**src/rtl/tfhe_pkg.sv**
```systemverilog
// shared types, codes and expansion tables for the html escape filter
package tfhe_pkg;

    // configuration register indexes
    localparam int unsigned CFG_IDX_W  = 2;
    localparam int unsigned CFG_DATA_W = 8;
    localparam logic [CFG_IDX_W-1:0] REG_FILTER_MODE = 2'd0;
    localparam logic [CFG_IDX_W-1:0] REG_NBSP        = 2'd1;

    // filter modes
    localparam logic [2:0] MODE_NONE   = 3'd0;
    localparam logic [2:0] MODE_UPPER  = 3'd1;
    localparam logic [2:0] MODE_LOWER  = 3'd2;
    localparam logic [2:0] MODE_NOHIGH = 3'd3;
    localparam logic [2:0] MODE_NOSPC  = 3'd4;
    localparam logic [2:0] MODE_HTML   = 3'd5;

    // characters
    localparam logic [7:0] CH_AMP   = 8'h26;
    localparam logic [7:0] CH_HASH  = 8'h23;
    localparam logic [7:0] CH_SEMI  = 8'h3b;
    localparam logic [7:0] CH_LT    = 8'h3c;
    localparam logic [7:0] CH_GT    = 8'h3e;
    localparam logic [7:0] CH_SPACE = 8'h20;
    localparam logic [7:0] CH_ZERO  = 8'h30;
    localparam logic [7:0] CH_A_UC  = 8'h41;
    localparam logic [7:0] CH_Z_UC  = 8'h5a;
    localparam logic [7:0] CH_A_LC  = 8'h61;
    localparam logic [7:0] CH_Z_LC  = 8'h7a;
    localparam logic [7:0] CH_L     = 8'h6c;
    localparam logic [7:0] CH_G     = 8'h67;
    localparam logic [7:0] CH_T     = 8'h74;
    localparam logic [7:0] CH_M     = 8'h6d;
    localparam logic [7:0] CH_P     = 8'h70;
    localparam logic [7:0] CH_N     = 8'h6e;
    localparam logic [7:0] CH_B     = 8'h62;
    localparam logic [7:0] CH_S     = 8'h73;
    localparam logic [7:0] HIGH_LIMIT = 8'd127;
    localparam logic [7:0] CASE_DIFF  = 8'd32;

    // kind of expansion the back end has to produce
    typedef enum logic [2:0] {
        K_CHAR,
        K_LT,
        K_GT,
        K_AMP,
        K_NBSP,
        K_NUM
    } t_kind;

    typedef struct packed {
        t_kind      kind;
        logic [7:0] ch;
        logic [1:0] hund;
        logic [3:0] tens;
        logic [3:0] ones;
    } t_token;

    // number of output beats for a token
    function automatic logic [2:0] tfhe_len(t_kind kind);
        logic [2:0] len;
        unique case (kind)
            K_CHAR:  len = 3'd1;
            K_LT:    len = 3'd4;
            K_GT:    len = 3'd4;
            K_AMP:   len = 3'd5;
            K_NBSP:  len = 3'd6;
            K_NUM:   len = 3'd6;
            default: len = 3'd1;
        endcase
        return len;
    endfunction

    // output byte at position idx of a token's expansion
    function automatic logic [7:0] tfhe_tok_byte(t_token tok, logic [2:0] idx);
        logic [7:0] b;
        b = CH_AMP;
        unique case (tok.kind)
            K_CHAR: b = tok.ch;
            K_LT, K_GT: begin
                case (idx)
                    3'd0:    b = CH_AMP;
                    3'd1:    b = (tok.kind == K_LT) ? CH_L : CH_G;
                    3'd2:    b = CH_T;
                    default: b = CH_SEMI;
                endcase
            end
            K_AMP: begin
                case (idx)
                    3'd0:    b = CH_AMP;
                    3'd1:    b = CH_A_LC;
                    3'd2:    b = CH_M;
                    3'd3:    b = CH_P;
                    default: b = CH_SEMI;
                endcase
            end
            K_NBSP: begin
                case (idx)
                    3'd0:    b = CH_AMP;
                    3'd1:    b = CH_N;
                    3'd2:    b = CH_B;
                    3'd3:    b = CH_S;
                    3'd4:    b = CH_P;
                    default: b = CH_SEMI;
                endcase
            end
            K_NUM: begin
                case (idx)
                    3'd0:    b = CH_AMP;
                    3'd1:    b = CH_HASH;
                    3'd2:    b = CH_ZERO + {6'd0, tok.hund};
                    3'd3:    b = CH_ZERO + {4'd0, tok.tens};
                    3'd4:    b = CH_ZERO + {4'd0, tok.ones};
                    default: b = CH_SEMI;
                endcase
            end
            default: b = tok.ch;
        endcase
        return b;
    endfunction

endpackage

```
**src/rtl/tfhe_front.sv**
```systemverilog
// front end: config registers and per-byte classification into tokens
module tfhe_front (
    input  logic                           i_clk,
    input  logic                           i_rst_n,
    input  logic                           i_cfg_valid,
    input  logic [tfhe_pkg::CFG_IDX_W-1:0] i_cfg_index,
    input  logic [tfhe_pkg::CFG_DATA_W-1:0] i_cfg_data,
    input  logic                           i_in_valid,
    input  logic [7:0]                     i_in_byte,
    input  logic                           i_full,
    output logic                           o_push,
    output tfhe_pkg::t_token               o_tok
);
    import tfhe_pkg::*;

    logic [2:0]  r_mode;
    logic        r_nbsp;
    logic        keep;
    t_token      tok;
    logic [1:0]  hund;
    logic [6:0]  rem;
    logic [14:0] prod;
    logic [3:0]  tens;
    logic [7:0]  tens_x10;

    always_ff @(posedge i_clk) begin
        if (!i_rst_n) begin
            r_mode <= MODE_NONE;
            r_nbsp <= 1'b0;
        end else if (i_cfg_valid) begin
            if (i_cfg_index == REG_FILTER_MODE) begin
                r_mode <= i_cfg_data[2:0];
            end else if (i_cfg_index == REG_NBSP) begin
                r_nbsp <= i_cfg_data[0];
            end
        end
    end

    // decimal digits for bytes 127..255: hundreds by compare, tens by reciprocal
    always_comb begin
        hund     = (i_in_byte >= 8'd200) ? 2'd2 : 2'd1;
        rem      = (i_in_byte >= 8'd200) ? 7'(i_in_byte - 8'd200) : 7'(i_in_byte - 8'd100);
        prod     = 15'(rem) * 15'd205;
        tens     = prod[14:11];
        tens_x10 = 8'(tens) * 8'd10;
    end

    always_comb begin
        keep     = 1'b1;
        tok.kind = K_CHAR;
        tok.ch   = i_in_byte;
        tok.hund = hund;
        tok.tens = tens;
        tok.ones = 4'(8'(rem) - tens_x10);
        unique case (r_mode)
            MODE_UPPER: begin
                if (i_in_byte >= CH_A_LC && i_in_byte <= CH_Z_LC) begin
                    tok.ch = i_in_byte - CASE_DIFF;
                end
            end
            MODE_LOWER: begin
                if (i_in_byte >= CH_A_UC && i_in_byte <= CH_Z_UC) begin
                    tok.ch = i_in_byte + CASE_DIFF;
                end
            end
            MODE_NOHIGH: keep = (i_in_byte < HIGH_LIMIT);
            MODE_NOSPC:  keep = (i_in_byte != CH_SPACE);
            MODE_HTML: begin
                if (i_in_byte == CH_LT) begin
                    tok.kind = K_LT;
                end else if (i_in_byte == CH_GT) begin
                    tok.kind = K_GT;
                end else if (i_in_byte == CH_AMP) begin
                    tok.kind = K_AMP;
                end else if (i_in_byte == CH_SPACE && r_nbsp) begin
                    tok.kind = K_NBSP;
                end else if (i_in_byte >= HIGH_LIMIT) begin
                    tok.kind = K_NUM;
                end
            end
            default: keep = 1'b1;
        endcase
    end

    assign o_push = i_in_valid && !i_full && keep;
    assign o_tok  = tok;

endmodule

```
**src/rtl/tfhe_fifo.sv**
```systemverilog
// short token queue between front and back end
module tfhe_fifo #(
    parameter int unsigned DEPTH = 4
) (
    input  logic             i_clk,
    input  logic             i_rst_n,
    input  logic             i_push,
    input  tfhe_pkg::t_token i_wr_data,
    input  logic             i_pop,
    output tfhe_pkg::t_token o_rd_data,
    output logic             o_empty,
    output logic             o_full
);
    import tfhe_pkg::*;

    localparam int unsigned PTR_W = (DEPTH > 1) ? $clog2(DEPTH) : 1;
    localparam int unsigned CNT_W = $clog2(DEPTH + 1);

    t_token           r_mem [DEPTH];
    logic [PTR_W-1:0] r_wr_ptr;
    logic [PTR_W-1:0] r_rd_ptr;
    logic [CNT_W-1:0] r_count;
    logic [PTR_W-1:0] n_wr_ptr;
    logic [PTR_W-1:0] n_rd_ptr;

    always_comb begin
        n_wr_ptr = (r_wr_ptr == PTR_W'(DEPTH - 1)) ? '0 : r_wr_ptr + 1'b1;
        n_rd_ptr = (r_rd_ptr == PTR_W'(DEPTH - 1)) ? '0 : r_rd_ptr + 1'b1;
    end

    always_ff @(posedge i_clk) begin
        if (i_push) begin
            r_mem[r_wr_ptr] <= i_wr_data;
        end
    end

    always_ff @(posedge i_clk) begin
        if (!i_rst_n) begin
            r_wr_ptr <= '0;
            r_rd_ptr <= '0;
            r_count  <= '0;
        end else begin
            if (i_push) begin
                r_wr_ptr <= n_wr_ptr;
            end
            if (i_pop) begin
                r_rd_ptr <= n_rd_ptr;
            end
            if (i_push && !i_pop) begin
                r_count <= r_count + 1'b1;
            end else if (i_pop && !i_push) begin
                r_count <= r_count - 1'b1;
            end
        end
    end

    assign o_rd_data = r_mem[r_rd_ptr];
    assign o_empty   = (r_count == '0);
    assign o_full    = (r_count == CNT_W'(DEPTH));

    a_count_bound: assert property (@(posedge i_clk) disable iff (!i_rst_n)
        r_count <= CNT_W'(DEPTH))
        else $error("queue count beyond depth");

    a_ptr_gap: assert property (@(posedge i_clk) disable iff (!i_rst_n)
        (r_count == '0 || r_count == CNT_W'(DEPTH)) |-> r_wr_ptr == r_rd_ptr)
        else $error("queue pointers disagree with count");

    a_no_overflow: assert property (@(posedge i_clk) disable iff (!i_rst_n)
        i_push |-> !o_full)
        else $error("push into full queue");

endmodule

```
**src/rtl/tfhe_back.sv**
```systemverilog
// back end: expands tokens into output bytes through an output register
module tfhe_back (
    input  logic             i_clk,
    input  logic             i_rst_n,
    input  tfhe_pkg::t_token i_tok,
    input  logic             i_empty,
    output logic             o_pop,
    output logic             o_out_valid,
    input  logic             i_out_stall,
    output logic [7:0]       o_out_byte,
    output logic             o_last_byte
);
    import tfhe_pkg::*;

    t_token     r_tok;
    logic       r_busy;
    logic [2:0] r_idx;
    logic       r_out_valid;
    logic [7:0] r_out_byte;
    logic       r_out_last;
    logic       adv;
    logic       is_last;
    logic       load;

    always_comb begin
        adv     = r_busy && (!r_out_valid || !i_out_stall);
        is_last = (r_idx == tfhe_len(r_tok.kind) - 3'd1);
        load    = !i_empty && (!r_busy || (adv && is_last));
    end

    always_ff @(posedge i_clk) begin
        if (load) begin
            r_tok <= i_tok;
        end
        if (adv) begin
            r_out_byte <= tfhe_tok_byte(r_tok, r_idx);
            r_out_last <= is_last;
        end
    end

    always_ff @(posedge i_clk) begin
        if (!i_rst_n) begin
            r_busy      <= 1'b0;
            r_idx       <= '0;
            r_out_valid <= 1'b0;
        end else begin
            if (load) begin
                r_busy <= 1'b1;
                r_idx  <= '0;
            end else if (adv && is_last) begin
                r_busy <= 1'b0;
            end else if (adv) begin
                r_idx <= r_idx + 3'd1;
            end
            if (adv) begin
                r_out_valid <= 1'b1;
            end else if (!i_out_stall) begin
                r_out_valid <= 1'b0;
            end
        end
    end

    assign o_pop       = load;
    assign o_out_valid = r_out_valid;
    assign o_out_byte  = r_out_byte;
    assign o_last_byte = r_out_last;

    a_idx_range: assert property (@(posedge i_clk) disable iff (!i_rst_n)
        r_busy |-> r_idx < tfhe_len(r_tok.kind))
        else $error("expansion index past token length");

    a_pop_nonempty: assert property (@(posedge i_clk) disable iff (!i_rst_n)
        o_pop |-> !i_empty)
        else $error("pop from empty queue");

    a_mid_token: assert property (@(posedge i_clk) disable iff (!i_rst_n)
        (adv && !is_last) |=> r_busy && !r_out_last)
        else $error("token ended before its last byte");

endmodule

```
**src/rtl/text_filter_html_escape_core.sv**
```systemverilog
// top level of the byte filter with html entity escaping
//
//  channel | direction | handshake              | payload
//  --------+-----------+------------------------+------------------------------
//  in      | sink      | i_in_valid / o_in_stall | i_in_byte
//  out     | source    | o_out_valid / i_out_stall | o_out_byte, o_last_byte
//  cfg     | sink      | i_cfg_valid / o_cfg_ready | i_cfg_index, i_cfg_data
//
//  one output beat per cycle while tokens are queued and i_out_stall is low; an input
//  byte expands to 0 to 6 output bytes (1 for plain bytes, 4 for &lt; &gt;, 5 for &amp;,
//  6 for &nbsp; and &#ddd;); the back end expansion counter sets the rate; the front
//  takes a byte per cycle while the token queue has room
//  reset is synchronous, active low, and empties queue and output register
//  o_in_stall follows queue full only; i_out_stall holds the output register and the expansion
module text_filter_html_escape_core #(
    parameter int unsigned DEPTH = 4
) (
    input  logic                            i_clk,
    input  logic                            i_rst_n,
    // configuration write channel
    input  logic                            i_cfg_valid,
    output logic                            o_cfg_ready,
    input  logic [tfhe_pkg::CFG_IDX_W-1:0]  i_cfg_index,
    input  logic [tfhe_pkg::CFG_DATA_W-1:0] i_cfg_data,
    // input byte channel
    input  logic                            i_in_valid,
    output logic                            o_in_stall,
    input  logic [7:0]                      i_in_byte,
    // output byte channel
    output logic                            o_out_valid,
    input  logic                            i_out_stall,
    output logic [7:0]                      o_out_byte,
    output logic                            o_last_byte
);
    import tfhe_pkg::*;

    // token handoff between the two halves
    t_token push_tok;
    t_token pop_tok;
    logic   push;
    logic   pop;
    logic   empty;
    logic   full;

    // register writes are always taken; the user writes them only while idle (unchecked)
    assign o_cfg_ready = 1'b1;

    // stall the producer only when the queue has no room
    assign o_in_stall = full;

    // classification: dropped bytes never reach the queue
    tfhe_front u_front (
        .i_clk       (i_clk),
        .i_rst_n     (i_rst_n),
        .i_cfg_valid (i_cfg_valid),
        .i_cfg_index (i_cfg_index),
        .i_cfg_data  (i_cfg_data),
        .i_in_valid  (i_in_valid),
        .i_in_byte   (i_in_byte),
        .i_full      (full),
        .o_push      (push),
        .o_tok       (push_tok)
    );

    // decouples input acceptance from multi-beat expansion
    tfhe_fifo #(
        .DEPTH (DEPTH)
    ) u_fifo (
        .i_clk     (i_clk),
        .i_rst_n   (i_rst_n),
        .i_push    (push),
        .i_wr_data (push_tok),
        .i_pop     (pop),
        .o_rd_data (pop_tok),
        .o_empty   (empty),
        .o_full    (full)
    );

    // expansion sequencer with registered output beat
    tfhe_back u_back (
        .i_clk       (i_clk),
        .i_rst_n     (i_rst_n),
        .i_tok       (pop_tok),
        .i_empty     (empty),
        .o_pop       (pop),
        .o_out_valid (o_out_valid),
        .i_out_stall (i_out_stall),
        .o_out_byte  (o_out_byte),
        .o_last_byte (o_last_byte)
    );

endmodule
```
**config.mk**
```make
export PLATFORM = sky130hd
export DESIGN_NAME = text_filter_html_escape_core
export DESIGN_NICKNAME = d
export VERILOG_FILES = /design/src/rtl/tfhe_pkg.sv /design/src/rtl/tfhe_front.sv /design/src/rtl/tfhe_fifo.sv /design/src/rtl/tfhe_back.sv /design/src/rtl/text_filter_html_escape_core.sv
export SDC_FILE = /design/constraint.sdc
export NUM_CORES = 1
export LEC_CHECK = 0
export BUFFER_PORTS_ARGS = -buffer_cell sky130_fd_sc_hd__buf_2
export CORE_ASPECT_RATIO = 1.5
export CORE_MARGIN = 2
export CORE_UTILIZATION = 62
export DETAILED_ROUTE_END_ITERATION = 7
export PLACE_DENSITY = 0.85
export SLEW_MARGIN = 5
export SYNTH_ARGS = -nofsm -noshare
export SYNTH_HDL_FRONTEND = slang
export SYNTH_SLANG_ARGS = --single-unit
```
**constraint.sdc**
```tcl
create_clock -name i_clk -period 8.2 [get_ports i_clk]
set_input_delay 1.64 -clock i_clk [delete_from_list [all_inputs] [get_ports i_clk]]
set_output_delay 1.64 -clock i_clk [all_outputs]
set_load 0.05 [all_outputs]
```
==> flow_summary.json <==
{
  "outcome": "finished, final reports clean",
  "primary_ff_master_synth": "sky130_fd_sc_hd__edfxtp_1",
  "final_net_count": 625,
  "worstSetupStartpointType": "input port",
  "clkSlewWorstSetupHoldPaths_ps": 60,
  "netSwitchingFraction_pct": 35.3,
  "synth_area_leaders": "sky130_fd_sc_hd__edfxtp_1, sky130_fd_sc_hd__ha_1, sky130_fd_sc_hd__mux4_2",
  "place_inst": 661,
  "cts-htree-levels": 4,
  "die_height_um": 132,
  "syn-num-nets": 599,
  "timing.final.max_slew_violations": 0,
  "power.internal_mw": 1.87,
  "synth.lib_cells_used.distinct": 67,
  "layout.cells.non_filler": 693,
  "worst_clock_skew_ps": 8.46,
  "route.detailed.vias_per_inst": 6.12,
  "detailed_place_hpwl_um": 8870,
  "grt_max_degree": 25,
  "tritoncts_clock_tree": "done",
  "number_of_instances_in_the_synthesized_netlist": 510,
  "grt_pass1_vias": 4396,
  "yosys_warnings": 0,
  "power.density_nw_per_um2": 381,
  "post_synth.cell_area_avg_um2": 13.2,
  "clockRootBuffer": "sky130_fd_sc_hd__clkbuf_16",
  "largest_family_of_logic_cells_by_synthesized_area": "adder cells",
  "insertion_delay_ps": 410,
  "max-cap-violations": 0,
  "synth_simple_gate_area_share_pct": 9.94,
  "number_of_enable_type_register_cells_in_the_synthesized_netlist": 109,
  "synth_area_leader_cell": "sky130_fd_sc_hd__edfxtp_1",
  "buffer_ports.inserted": 28,
  "detail_route.first_pass.iterations": 5,
  "die_x_um": 89.2,
  "timing.final.setup_violations": 0,
  "gpl.final_weighted_congestion": 0.914,
  "setup_repair_after_global_routing_missed_its_margin": "false",
  "sequential_cell_area_fraction_in_the_yosys_report_pct": 53.2,
  "timing.fmax_mhz": 135,
  "cp.arrival_ps": 7610,
  "timing_worst_setup_path_type": "in2reg",
  "clk_sink_count": 125,
  "most_instantiated_library_cell_after_synthesis": "sky130_fd_sc_hd__edfxtp_1",
  "fin_setup_tns_ps": 0,
  "p_switching_mw": 1.02,
  "synth_compound_gate_area_share_pct": 8.91,
  "max-slew-margin-rel_pct": 29.5,
  "clock_path_buffers": 2,
  "yosys.area.top_type_share_pct": 48.4,
  "synth_xor_xnor_area_share_pct": 2.31,
  "antenna_cells_inserted": 0,
  "synth-seq-cells": 125,
  "netlist_top_cells_count": "sky130_fd_sc_hd__edfxtp_1, sky130_fd_sc_hd__ha_1, sky130_fd_sc_hd__inv_1, sky130_fd_sc_hd__a21oi_1, sky130_fd_sc_hd__nand2_1",
  "antenna_found_initial": 0,
  "timing_hold_violations_final": 0,
  "dr_total_vias": 4240,
  "detailed_route_wire_length_per_cell_um": 19.0,
  "post_cts_resized": 0,
  "area.growth.synth_to_final_pct": 12.1,
  "syn-cell-area_um2": 6760,
  "crit_path_max_fanout": 14,
  "worst_pin_slew_ps": 1060,
  "cts_buf_count": 17,
  "number_of_antenna_violating_nets_in_the_routed_design": 0,
  "ioPinCount": 35,
  "share_of_power_burned_in_registers_pct": 38.3,
  "critical_path_required_ps": 8390,
  "holdBufCountCts": 0,
  "yosys-mux-area-fraction_pct": 8.46,
  "die_area_um2": 11800,
  "ir_drop_mv": 0.272,
  "route.final.wire_length_um": 13100,
  "initial_utilization_pct": 63.8,
  "post_synth_fa_ha_maj_area_fraction_pct": 13.3,
  "drc": 0,
  "track_usage_pct": 23.9,
  "post_route_cells_drive_above_1_share_pct": 17.9,
  "synth_async_sr_flop_share_pct": 0,
  "rrSetupSlack_ps": 4780,
  "timing.final.crit_share_pct": 90.5,
  "combPwrFrac_pct": 36.6,
  "cts_post_setup_buffers_inserted": 0,
  "share_clk_of_total_power_pct": 25.2,
  "placement_rows": 46,
  "num-fill-cells": 706,
  "p_leak_nw": 2.89,
  "gr-total-overflow": 0,
  "coreArea_um2": 10600,
  "global_route_wire_length_before_repair_um": 21200,
  "timing.critical_path.to_type": "register",
  "hold_path.class": "reg2reg",
  "period_needed_ps": 7420,
  "initialDrtViolationCount": 169
}
-- critical path: stages --
cell and delay, ps:
sky130_fd_sc_hd__buf_2 210, sky130_fd_sc_hd__inv_1 190, sky130_fd_sc_hd__ha_1 200, sky130_fd_sc_hd__nand4_2 150, sky130_fd_sc_hd__nand2_2 220, sky130_fd_sc_hd__inv_4 100, sky130_fd_sc_hd__nor2_1 130, sky130_fd_sc_hd__o22ai_1 100
sky130_fd_sc_hd__xnor2_1 350, sky130_fd_sc_hd__ha_1 300, sky130_fd_sc_hd__ha_1 280, sky130_fd_sc_hd__fa_1 490, sky130_fd_sc_hd__inv_1 60, sky130_fd_sc_hd__fa_1 500, sky130_fd_sc_hd__inv_1 40, sky130_fd_sc_hd__ha_1 290
sky130_fd_sc_hd__nand2_1 90, sky130_fd_sc_hd__o41ai_2 310, sky130_fd_sc_hd__a21oi_2 80, sky130_fd_sc_hd__o21ai_2 250, sky130_fd_sc_hd__xor2_2 310, sky130_fd_sc_hd__ha_1 210, sky130_fd_sc_hd__inv_1 60, sky130_fd_sc_hd__fa_1 410
sky130_fd_sc_hd__xnor2_1 210, sky130_fd_sc_hd__xnor2_1 110, sky130_fd_sc_hd__xnor2_1 300
-- cell families (layout without fill, tap and decap cells) --
kind of cell,after synthesis,in the layout
AND/OR/NAND/NOR,117,117
adder cells (fa/ha/maj),66,66
flip-flops,125,125
XOR/XNOR,17,17
AO/OA/AOI/OAI,89,89
other,1,1
multiplexers,32,32
buffers and inverters,63,102
-- area by class of cell --
cell class | count | area [µm²] | share of cell area [%]
Clock buffer | 24 | 547 | 7.22
Inverter | 41 | 156 | 2.06
Sequential cell | 125 | 3590 | 47.4
Clock inverter | 8 | 46.3 | 0.611
Multi-Input combinational cell | 322 | 2910 | 38.4
Tap cell | 144 | 180 | 2.38
Timing Repair Buffer | 29 | 148 | 1.95
-- power by group through the flow --
stage	Combinational (mW)	Clock (mW)	Sequential (mW)
after global routing	1.17	0.759	1.12
after detailed placement	1.04	0	1.11
after CTS	1.06	0.731	1.10
after global placement	0.979	0	1.10
after floorplan	0.773	0	1.12
final	1.06	0.726	1.10
-- layer usage --
| metal | track usage [%] | part of all wire, % |
|---|---|---|
| met5 | 0 | 0 |
| met4 | 9.78 | 2.6 |
| met3 | 4.82 | 3.8 |
| met2 | 41.2 | 54 |
| met1 | 28.5 | 39 |
-- through the flow --
stage	total power [mW]	area, µm²	hold slack (ps)	worst slack (ps)	util [%]
finish	2.88	7580	475	780	71.6
global route	3.05	7580	520	426	71.6
CTS	2.89	7580	478	794	71.6
detailed placement	2.15	6980	462	412	65.9
global placement	2.08	6980	456	789	65.9
floorplan	1.89	6760	448	1290	-
-- layout by cell type (no fill, tap or decap), types with 3 or more instances in the layout --
cell and count:
sky130_fd_sc_hd__a211oi_1 5, sky130_fd_sc_hd__a21oi_1 28, sky130_fd_sc_hd__a31oi_1 8, sky130_fd_sc_hd__and2_1 8, sky130_fd_sc_hd__and3_1 5, sky130_fd_sc_hd__buf_2 28
sky130_fd_sc_hd__clkbuf_16 21, sky130_fd_sc_hd__clkinv_2 5, sky130_fd_sc_hd__dfxtp_1 16, sky130_fd_sc_hd__edfxtp_1 109, sky130_fd_sc_hd__fa_1 10, sky130_fd_sc_hd__ha_1 56
sky130_fd_sc_hd__inv_1 38, sky130_fd_sc_hd__inv_4 3, sky130_fd_sc_hd__mux2i_1 11, sky130_fd_sc_hd__mux4_2 20, sky130_fd_sc_hd__nand2_1 23, sky130_fd_sc_hd__nand3_1 7
sky130_fd_sc_hd__nor2_1 17, sky130_fd_sc_hd__nor2b_1 10, sky130_fd_sc_hd__nor3_1 10, sky130_fd_sc_hd__nor3b_1 4, sky130_fd_sc_hd__nor4_1 6, sky130_fd_sc_hd__o21a_1 4
sky130_fd_sc_hd__o21ai_0 17, sky130_fd_sc_hd__o22ai_1 4, sky130_fd_sc_hd__or2_2 4, sky130_fd_sc_hd__or3_1 6, sky130_fd_sc_hd__xnor2_1 10, sky130_fd_sc_hd__xor2_1 6
-- sequential cells by signal, indices dropped and copies added (netlist names), 2 cells and up --
signal and flops:
u_fifo.r_mem 80, u_back.r_tok 20, u_back.o_out_byte 8, u_back.r_idx 3, u_fifo.r_count 3, u_front.r_mode 3, u_fifo.r_rd_ptr 2, u_fifo.r_wr_ptr 2
-- worst paths after layout --
path                                          end  depth (start not counted)                        from
setup / recovery     u_fifo.r_mem[2][3]$_DFFE_PP_                         27                i_in_byte[4]
setup reg to reg   u_fifo.r_count[2]$_SDFFE_PN0P_                         12  u_back.r_tok[19]$_DFFE_PP_
hold / removal    u_back.o_out_valid$_SDFFE_PN0P_                          1  u_back.r_busy$_SDFFE_PN0P_
hold reg to reg   u_back.o_out_valid$_SDFFE_PN0P_                          1  u_back.r_busy$_SDFFE_PN0P_
No activity file was read; power rests on OpenSTA's default activity.
